## config.mk

```make
export PLATFORM = sky130hd
export DESIGN_NAME = rti_div_step
export DESIGN_NICKNAME = d
export VERILOG_FILES = /design/src/rti_pkg.sv /design/src/rti_div_step.sv
export SDC_FILE = /design/constraint.sdc
export NUM_CORES = 1
export LEC_CHECK = 0
export BUFFER_PORTS_ARGS = -buffer_cell sky130_fd_sc_hd__buf_2
export CORE_AREA = 2 2 501 503
export CTS_BUF_LIST = sky130_fd_sc_hd__clkbuf_16
export DETAILED_ROUTE_END_ITERATION = 8
export DIE_AREA = 0 0 503 505
export PLACE_DENSITY_LB_ADDON = 0.3
export SLEW_MARGIN = 40
export SYNTH_ARGS = -nofsm -noshare
export SYNTH_HDL_FRONTEND = slang
export SYNTH_SLANG_ARGS = --single-unit
```

## constraint.sdc

```tcl
create_clock -name i_clk -period 9.3 [get_ports i_clk]
set_input_delay 0.465 -clock i_clk [delete_from_list [all_inputs] [get_ports i_clk]]
set_output_delay 0.465 -clock i_clk [all_outputs]
set_load 0.01 [all_outputs]
```

## src/rti_pkg.sv

```systemverilog
package rti_pkg;

    localparam int COORD_WIDTH_DEF = 32;
    localparam int FRAC_BITS_DEF   = 16;
    localparam int CFG_INDEX_W     = 3;

    typedef enum logic [CFG_INDEX_W-1:0] {
        CFG_START_X = 3'd0,
        CFG_START_Y = 3'd1,
        CFG_START_Z = 3'd2,
        CFG_DIR_X   = 3'd3,
        CFG_DIR_Y   = 3'd4,
        CFG_DIR_Z   = 3'd5
    } t_cfg_index;

    typedef struct packed {
        logic valid;
        logic plane;
    } t_ctl;

endpackage

```

## src/rti_div_step.sv

```systemverilog
module rti_div_step import rti_pkg::*; #(
    parameter int W   = COORD_WIDTH_DEF,
    parameter int RW  = 3 * COORD_WIDTH_DEF + FRAC_BITS_DEF + 4,
    parameter int BIT = 0
) (
    input  logic                  i_clk,
    input  logic                  i_rst_n,
    input  logic                  i_en,
    input  t_ctl                  i_ctl,
    input  logic [11:0][W-1:0]    i_tri,
    input  logic [RW-1:0]         i_rem,
    input  logic [RW-1:0]         i_den,
    input  logic [W-1:0]          i_quo,
    output t_ctl                  o_ctl,
    output logic [11:0][W-1:0]    o_tri,
    output logic [RW-1:0]         o_rem,
    output logic [RW-1:0]         o_den,
    output logic [W-1:0]          o_quo
);

    t_ctl                r_ctl;
    logic [11:0][W-1:0]  r_tri;
    logic [RW-1:0]       r_rem, r_den;
    logic [W-1:0]        r_quo;
    logic [RW-1:0]       w_cand;
    logic                w_ge;

    assign w_cand = i_den << BIT;
    assign w_ge   = i_rem >= w_cand;

    always_ff @(posedge i_clk) begin
        if (!i_rst_n) begin
            r_ctl <= '0;
        end else if (i_en) begin
            r_ctl <= i_ctl;
        end
    end

    always_ff @(posedge i_clk) begin
        if (i_en) begin
            r_tri <= i_tri;
            r_den <= i_den;
            r_rem <= w_ge ? (i_rem - w_cand) : i_rem;
            r_quo <= i_quo | (W'(w_ge) << BIT);
        end
    end

    assign o_ctl = r_ctl;
    assign o_tri = r_tri;
    assign o_rem = r_rem;
    assign o_den = r_den;
    assign o_quo = r_quo;

endmodule

```

==> metrics.md, run 1 <==
| Metric | Value |
|---|---|
| Status | completed |
| P_leak | 19.8 nW |
| Antenna viol nets, final | 0 |
| Crit path buf inv count | 4 |
| Most used cell, CP | nor2_1 |
| Layout area overhead | 65.0% |
| Predominant post-synthesis flop cell | edfxtp_1 |
| Synthesis-stage register bit count | 650 |
| Layout cells sized above 1 | 0.357 |
| Synth cell types | 79 |
| Worst setup path start | i_den[58] |
| Largest net degree at the start of global routing | 121 |
| Die height | 505 µm |
| Mapped cell area | 0.0294 mm² |
| Num CTS Buffers | 88 |
| Crit-path max cell delay | 740 ps |
| Tot Pwr | 9.24 mW |
| Least-Margin Pin Slew | 880 ps |
| Most frequent cells in the layout | buf_2, edfxtp_1, dlygate4sd3_1, a21oi_1, nor2_1 |
| Area of the multi-input gates | 0.00878 mm² |
| H-tree depth | 3 |
| Clock Root Buffer | clkbuf_16 |
| Asr flop ratio synth | 0 |
| Initial core utilization | 0.118 |
| Clock latency on the worst-skew pair | 710 ps |
| Initial drt markers | 2,242 |
| Die Area | 0.254 mm² |
| FF+latch area | 0.0195 mm² |
| Share of Yosys cell area claimed by the top area cell type | 0.662 |
| Tmin final | 6040 ps |
| Min-delay worst type | in -> reg |
| CP Max Fanout | 66 |
| Commonest non-fill, non-tap cell in the layout | buf_2 |
| Fin crit share | 0.650 |
| CP Capture Type | flip-flop |
| Global-route wire length before repair | 286,000 µm |
| Max Buffers Root-to-Sink | 3 |
| DRC viols | 0 |
| Total routed wirelength | 227,000 µm |
| Cells after synthesis | 2,288 |
| Hold Vio Cnt, Final | 0 |
| Via/cell ratio | 3.68 |
| Antenna violations before repair | 123 |
| Skew final | 0 ps |
| Slew headroom | 0.409 |
| FP Rows | 183 |
| Dpl hpwl | 191,000 µm |
| RR Startpoint | o_ctl[0]$_SDFFE_PN0P_ |
| RSZ-0062 raised after global routing | false |
| Kind of critical path | in -> reg |
| Total track usage | 0.170 |
| Register area share after synthesis | 0.663 |
| # clock sinks | 650 |
| Worst path slowest cell | or2_4 |
| Critical path's top delay family | simple AND/OR/NAND/NOR gates |
| Slew Viols, Final | 0 |
| Drt pass-1 iters | 6 |
| CTS tree | done |
| Post-CTS sizing | 0 |
| Syn_area_per_cell | 12.8 µm² |
| Hold Startpoint | i_den[114] |
| Fmax | 165 MHz |
| Largest cells by area after synthesis | edfxtp_1, ha_1, a21oi_1 |
| Syn. warnings | 0 |
| Vias post-DR | 28.0k |
| Worst hold margin | 105 ps |
| Nets | 4,922 |
| Wire per inst | 29.8 µm |
| Number of global-route vias before repair | 28.2k |
| IO buf count | 1,302 |
| Number of flops mapped to enable cells by yosys | 648 |
| Finish-stage setup viols | 0 |
| Die Wd | 503 µm |
| Leading area contributor after synthesis | edfxtp_1 |
| Grt ovf | 0 |
| Clock transition at path regs | 50 ps |
| Setup_tns | 0 ps |
| Crit path cell chain | dlygate4sd3_1 -> buf_2 -> inv_1 -> ha_1 -> nand2_1 -> nor2_1 -> and3_1 -> a41o_1 -> nand4_1 -> a211oi_2 -> or2_4 -> buf_4 -> nor2_1 -> a21oi_1 |
| Core ar. | 0.248 mm² |
| CP Data Required Time | 9740 ps |
| Fillers | 27.5k |
| Num ports | 1,303 |
| Routability cong. | 0.890 |
| Crit start category | input port |
| Worst path arrival time | 6480 ps |
| Cell area power density | 190 mW/mm² |
| VDD IR max | 0.142 mV |
| Maximum capacitance violations | 0 |
| Syn nets | 3,058 |
## path summary, 6_finish.rpt
kind,endpoint,slack [ps],depth (start not counted)
worst max-delay path,o_rem[19]$_DFFE_PP_,3260,14
worst min-delay path,o_den[114]$_DFFE_PP_,100,1
worst max register to register,o_ctl[0]$_SDFFE_PN0P_,8150,3
worst min register to register,o_ctl[1]$_SDFFE_PN0P_,550,2
## power by group
group | switching (mW) | leakage [nW] | internal, mW | total [mW]
clock network | 1.58 | 1.46 | 2.00 | 3.59
registers | 0.0963 | 6.36 | 3.54 | 3.64
logic | 1.31 | 12.0 | 0.705 | 2.01
## what timing repair did
item,4_1_cts,5_1_grt
endpoints found under the hold margin,545,0
hold buffers,546,0
setup buffers,0,0
## cell type report
cell class / instances / area share
diodes: 64 / 0.00330
clock buffers: 88 / 0.0454
clock inverters: 75 / 0.0159
inverters: 166 / 0.0128
multi-input cells: 1370 / 0.181
flip-flops and latches: 650 / 0.402
well taps: 3330 / 0.0859
repair buffers: 1876 / 0.254
## kinds of logic (layout without fill, tap and decap cells)
group                    Yosys count  count (layout)  synth area share
adder cells (fa/ha/maj)          117             117            0.0501
buffers and inverters            268            2205            0.0406
AND/OR/NAND/NOR                  531             531            0.0854
other                              0              64                 0
flip-flops                       650             650             0.663
XOR/XNOR                         102             102            0.0304
multiplexers                       3               3           0.00102
AO/OA/AOI/OAI                    617             617             0.129
## Yosys cell counts, types with 3 or more instances
master	instances
and2_1	10
o21ai_1	22
a21oi_1	270
a21o_1	67
nor4_1	14
a31o_2	3
o21ai_0	102
a211o_1	4
ha_1	116
a221o_1	3
a31oi_1	9
and4_1	4
o31ai_1	11
o31a_1	5
buf_6	8
o21bai_1	37
or4_1	6
nand2b_1	10
nand4_1	65
nor3_1	31
edfxtp_1	648
xor2_1	47
or2_2	11
o41ai_1	6
a211oi_1	9
nor2b_1	11
o211ai_1	5
o21a_1	14
o2111ai_1	5
xnor2_1	55
nor2_1	187
buf_2	33
a221oi_1	4
clkbuf_1	37
buf_4	23
a21boi_0	10
and3_1	7
mux2i_1	3
nand2_1	136
a21bo_2	3
nand3_1	20
inv_1	166
or3_1	3
## metal layers
metal / global-route usage / wire length [µm] / up-vias
met1: 0.190 / 86300 / 13993
met4: 0.0764 / 11900 / 38
li1: - / - / 12317
met2: 0.300 / 112000 / 1371
met5: 0 / 241 / -
met3: 0.0462 / 16200 / 329
## worst reg2reg max path, stage by stage, from the launching register on
cell	delay (ps)
dfxtp_1	310
mux2i_1	120
nor2b_1	60
dlygate4sd3_1	550
## per-stage QoR
stage | utilization | setup WS (ps) | std cells | area, µm²
floorplan | - | 5680 | 2288 | 29400
CTS | 0.195 | 3150 | 7555 | 48300
finish | 0.195 | 3260 | 7619 | 48500
global placement | 0.160 | 2630 | 6844 | 39800
global route | 0.195 | 3150 | 7596 | 48500
detailed placement | 0.161 | 2940 | 6846 | 39900
## sequential cells by signal, indices dropped and copies added (netlist names)
| signal | count |
|---|---|
| o_tri | 384 |
| o_rem | 116 |
| o_den | 116 |
| o_quo | 32 |
| o_ctl | 2 |
No activity file was read; power rests on OpenSTA's default activity.
==> run 2, diff against run 1 <==
--- a/config.mk
+++ b/config.mk
@@ -6,10 +6,10 @@
 export NUM_CORES = 1
 export LEC_CHECK = 0
 export BUFFER_PORTS_ARGS = -buffer_cell sky130_fd_sc_hd__buf_2
-export CORE_AREA = 2 2 501 503
+export CORE_AREA = 2 2 507 509
 export CTS_BUF_LIST = sky130_fd_sc_hd__clkbuf_16
 export DETAILED_ROUTE_END_ITERATION = 8
-export DIE_AREA = 0 0 503 505
+export DIE_AREA = 0 0 509 511
 export PLACE_DENSITY_LB_ADDON = 0.3
 export SLEW_MARGIN = 40
 export SYNTH_ARGS = -nofsm -noshare
==> constraint.sdc (replaced) <==
create_clock -name i_clk -period 6.2 [get_ports i_clk]
set_input_delay 0.31 -clock i_clk [delete_from_list [all_inputs] [get_ports i_clk]]
set_output_delay 0.31 -clock i_clk [all_outputs]
set_load 0.01 [all_outputs]
==> metrics.md, run 2 (synthesis results as in run 1) <==
| Metric | Value |
|---|---|
| Hold Vio Cnt, Final | 0 |
| Initial core utilization | 0.115 |
| Antenna viol nets, final | 0 |
| Fmax | 178 MHz |
| Tmin final | 5630 ps |
| Number of global-route vias before repair | 28.6k |
| Slew headroom | 0.362 |
| DP Worst Slack | 432 ps |
| Die height | 511 µm |
| Slew Viols, Final | 0 |
| Dpl hpwl | 192,000 µm |
| Status | completed |
| Grt ovf | 0 |
| Setup_tns | 0 ps |
| Crit start category | input port |
| FP Rows | 186 |
| Vias post-DR | 28.2k |
| Fin crit share | 0.908 |
| Placed Cells incl. Taps | 6,899 |
| Core ar. | 0.255 mm² |
| H-tree depth | 3 |
| VDD IR max | 0.209 mV |
| Max FFs per register | 384 |
| RSZ-0062 raised after global routing | false |
| Skew final | 0 ps |
| CTS tree | done |
| Die Wd | 509 µm |
| Via/cell ratio | 3.62 |
| Finish-stage setup viols | 0 |
| Cell area power density | 281 mW/mm² |
| Drt pass-1 iters | 5 |
| Worst path arrival time | 6090 ps |
| Clock latency on the worst-skew pair | 710 ps |
| Nets | 5,032 |
| Routability cong. | 0.891 |
| CP Data Required Time | 6650 ps |
| Layout cells sized above 1 | 0.346 |
| Max Buffers Root-to-Sink | 3 |
| IO buf count | 1,302 |
| Least-Margin Pin Slew | 949 ps |
| Min-delay worst type | in -> reg |
| Antenna violations before repair | 142 |
| P_leak | 20.4 nW |
| Global-route wire length before repair | 286,000 µm |
| Layout area overhead | 69.3% |
| Wire per inst | 29.1 µm |
| Post-CTS sizing | 0 |
| Die Area | 0.260 mm² |
| Clock Root Buffer | clkbuf_16 |
| Num CTS Buffers | 89 |
| Commonest non-fill, non-tap cell in the layout | buf_2 |
| Kind of critical path | in -> reg |
| CP Max Fanout | 8 |
| Total routed wirelength | 227,000 µm |
| Num ports | 1,303 |
| Post-Layout Cell Count | 7,790 |
| DRC viols | 0 |
| Initial drt markers | 2,360 |
| Maximum capacitance violations | 0 |
| Fillers | 28.1k |
| Clock transition at path regs | 60 ps |
| Largest net degree at the start of global routing | 142 |
| CP Capture Type | flip-flop |
| Most frequent cells in the layout | buf_2, dlygate4sd3_1, edfxtp_1, a21oi_1, inv_1 |
| Total track usage | 0.167 |
| # clock sinks | 650 |
| Setup WS post-layout | 569 ps |
==> run 2: final cells by class <==
class / count / area, µm² / area share
diodes: 72 / 180 / 0.00362
clock buffers: 89 / 2230 / 0.0448
clock inverters: 74 / 785 / 0.0158
inverters: 166 / 623 / 0.0125
multi-input cells: 1370 / 8760 / 0.176
flip-flops and latches: 650 / 19500 / 0.392
well taps: 3384 / 4230 / 0.0851
repair buffers: 1985 / 13400 / 0.270
==> run 2: worst paths after layout <==
path | from | endpoint | slack (ps) | cells after the start
max | i_den[18] | o_rem[113]$_DFFE_PP_ | 570 | 17
min | i_tri[19] | o_tri[19]$_DFFE_PP_ | 270 | 2
max reg2reg | o_ctl[0]$_SDFFE_PN0P_ | o_ctl[0]$_SDFFE_PN0P_ | 5050 | 3
min reg2reg | o_ctl[1]$_SDFFE_PN0P_ | o_ctl[1]$_SDFFE_PN0P_ | 1060 | 3
==> run 2: power breakdown <==
group          total [mW]  internal (mW)  switching [mW]
logic                3.06           1.11            1.95
registers            5.45           5.31           0.138
clock network        5.46           3.14            2.33
==> run 2: stage by stage <==
stage          power [mW]  instance area [µm²]  utilization  hold slack, ps
2_1_floorplan        6.60                29400            -             409
5_1_grt              14.5                49700        0.195             219
3_5_place_dp         8.23                39900        0.156             488
6_report             14.0                49800        0.195             267
3_3_place_gp         8.24                39900        0.156             487
4_1_cts              14.3                49500        0.194             180
==> run 2: per-layer routing <==
layer,vias up,GRT usage,routed length (µm)
met5,-,0,310
met1,13981,0.179,84400
met3,355,0.0439,15000
met2,1249,0.305,116000
li1,12538,-,-
met4,50,0.0711,11200
==> run 2: timing repair <==
action / 4_1_cts / 5_1_grt
hold buffers: 653 / 0
endpoints found under the hold margin: 686 / 0
setup buffers: 0 / 0
==> run 2: worst max-delay path: stages <==
cell and delay [ps]:
dlygate4sd3_1 520, buf_2 130, inv_1 40, ha_1 630, a21oi_1 350, o21ai_1 280
a211oi_1 130, o21ai_0 440, a21oi_1 190, o31ai_1 850, buf_4 240, o21ai_1 90
buf_4 220, o21ai_1 460, a21oi_1 280, o311a_1 400, nor4_1 490
==> run 3, diff against run 2 <==
--- a/config.mk
+++ b/config.mk
@@ -5,7 +5,7 @@
 export SDC_FILE = /design/constraint.sdc
 export NUM_CORES = 1
 export LEC_CHECK = 0
-export BUFFER_PORTS_ARGS = -buffer_cell sky130_fd_sc_hd__buf_2
+export BUFFER_PORTS_ARGS = -buffer_cell sky130_fd_sc_hd__clkbuf_2
 export CORE_AREA = 2 2 507 509
 export CTS_BUF_LIST = sky130_fd_sc_hd__clkbuf_16
 export DETAILED_ROUTE_END_ITERATION = 8
==> metrics.md, run 3 (synthesis results as in run 1) <==
| Metric | Value |
|---|---|
| Placed Cells incl. Taps | 6,898 |
| Max Buffers Root-to-Sink | 3 |
| Tmin final | 5220 ps |
| Kind of critical path | in -> reg |
| Largest net degree at the start of global routing | 126 |
| # clock sinks | 650 |
| Via/cell ratio | 3.63 |
| Reg power frac | 0.394 |
| Num CTS Buffers | 91 |
| Nets | 5,030 |
| Clock transition at path regs | 60 ps |
| CP Max Fanout | 8 |
| Most frequent cells in the layout | clkbuf_2, dlygate4sd3_1, edfxtp_1, a21oi_1, nor2_1 |
| Global-route wire length before repair | 289,000 µm |
| Crit-path max cell delay | 600 ps |
| Total routed wirelength | 228,000 µm |
| R2r setup slk | 5050 ps |
| Initial core utilization | 0.115 |
| Area of the multi-input gates | 0.00877 mm² |
| DRC viols | 0 |
| Routability cong. | 0.878 |
| Wire per inst | 29.3 µm |
| CTS tree | done |
| Num ports | 1,303 |
| CP Data Required Time | 6690 ps |
| VDD IR max | 0.215 mV |
| Worst path arrival time | 5710 ps |
| CP Capture Type | flip-flop |
| Die Area | 0.260 mm² |
| # Post-CTS Setup Buffers | 0 |
| FF+latch area | 0.0195 mm² |
| Internal power | 9.36 mW |
| Commonest non-fill, non-tap cell in the layout | clkbuf_2 |
| Slew Viols, Final | 0 |
| Antenna violations before repair | 132 |
| Core ar. | 0.255 mm² |
| FP Rows | 186 |
| Most used cell, CP | a21oi_1 |
| Hold Startpoint | i_tri[206] |
| Clock latency on the worst-skew pair | 720 ps |
| Hold Vio Cnt, Final | 0 |
| Max FFs per register | 384 |
| Maximum capacitance violations | 0 |
| RSZ-0062 raised after global routing | false |
| Antenna viol nets, final | 0 |
| Switching portion of total power | 0.324 |
| Drt pass-1 iters | 7 |
| H-tree depth | 3 |
| Hold endpoint | o_tri[206]$_DFFE_PP_ |
| IO buf count | 1,302 |
| Cell area power density | 279 mW/mm² |
| Crit start category | input port |
| Initial drt markers | 2,065 |
| Reg2reg end | o_ctl[1]$_SDFFE_PN0P_ |
| Layout area overhead | 68.6% |
| Least-Margin Pin Slew | 881 ps |
| Worst path slowest cell | o211ai_1 |
| Finish-stage setup viols | 0 |
| Fillers | 28.2k |
| Vias post-DR | 28.3k |
| Setup_tns | 0 ps |
| Crit path cell chain | dlygate4sd3_1 -> clkbuf_2 -> inv_1 -> ha_1 -> a21oi_1 -> o21ai_0 -> a21oi_1 -> o21ai_0 -> o31a_1 -> o211ai_1 -> and2_1 -> o21ai_0 -> a21oi_1 -> xor2_1 -> a21oi_1 |
| Min-delay worst type | in -> reg |
| Grt ovf | 0 |
| Die Wd | 509 µm |
| Fin crit share | 0.841 |
| Number of global-route vias before repair | 28.7k |
| Total track usage | 0.168 |
| Die height | 511 µm |
| Dpl hpwl | 194,000 µm |
| Skew final | 0 ps |
| P_leak | 20.5 nW |
| Status | completed |
| Fmax | 192 MHz |
| Slew headroom | 0.413 |
| Clock Power Share | 0.387 |
| Switching pwr | 4.49 mW |
| Clock Root Buffer | clkbuf_16 |
| Comb power frac | 0.219 |
| Worst hold margin | 287 ps |
| RR Startpoint | o_ctl[1]$_SDFFE_PN0P_ |
| Worst hold path cell count | 2 |
| Layout cells sized above 1 | 0.349 |
| Post-Layout Cell Count | 7,778 |
| Path depth of the worst reg2reg path | 3 |
[run 3: changes by cell type in the layout (fill, tap and decap cells not counted), moves of 9 or more]
cell,previous run,this run
buf_2,1301,0
clkbuf_2,0,1301
diode_2,72,57
inv_1,187,174
clkinv_2,9,18
[run 3: area by class of cell]
type	instances	area share
inverter	166	0.0126
multi-input combinational	1370	0.177
clock buffer	91	0.0459
antenna	57	0.00288
tap	3384	0.0854
clock inverter	79	0.0137
timing repair buffer	1981	0.269
sequential	650	0.393
[run 3: power groups by stage]
stage / clock (mW) / sequential, mW / combinational (mW)
after global placement: 0 / 5.55 / 2.69
after CTS: 5.60 / 5.46 / 3.13
final: 5.35 / 5.46 / 3.04
after floorplan: 0 / 5.72 / 0.875
after detailed placement: 0 / 5.54 / 2.69
after global routing: 5.72 / 5.50 / 3.24
[run 3: worst max path at each step]
stage / slack, ps / end / cells after the start / from
floorplan: 2740 / o_rem[98]$_DFFE_PP_ / 14 / i_rem[0]
global placement: 360 / o_rem[109]$_DFFE_PP_ / 15 / i_den[18]
detailed placement: 490 / o_rem[87]$_DFFE_PP_ / 14 / i_den[18]
CTS: 820 / o_rem[87]$_DFFE_PP_ / 15 / i_den[18]
global route: 640 / o_rem[87]$_DFFE_PP_ / 15 / i_den[18]
finish: 980 / o_rem[87]$_DFFE_PP_ / 15 / i_den[18]
[run 3: timing repair]
action / in CTS / in global routing
gates resized for setup: 0 / 0
hold buffers: 652 / 0
endpoints found under the hold margin: 689 / 0
[run 3: critical path, delay by kind of cell]
family / cells / cell delay, ps
adder cells (fa/ha/maj): 1 / 470
XOR/XNOR: 1 / 240
AND/OR/NAND/NOR: 1 / 500
AO/OA/AOI/OAI: 9 / 3470
buffers and inverters: 3 / 710
[run 3: routing by layer]
layer,track usage,routed length (µm),up-vias
li1,-,-,12527
met2,0.311,118000,1266
met4,0.0605,9270,52
met3,0.0439,15100,340
met5,0,328,-
met1,0.182,84900,14074
[run 3: per-stage QoR]
stage / util / power (mW) / worst slack, ps / area (µm²)
global route: 0.194 / 14.5 / 638 / 49500
finish: 0.194 / 13.9 / 983 / 49600
global placement: 0.156 / 8.24 / 361 / 39800
detailed placement: 0.156 / 8.23 / 494 / 39900
floorplan: - / 6.60 / 2740 / 29400
CTS: 0.193 / 14.2 / 823 / 49400
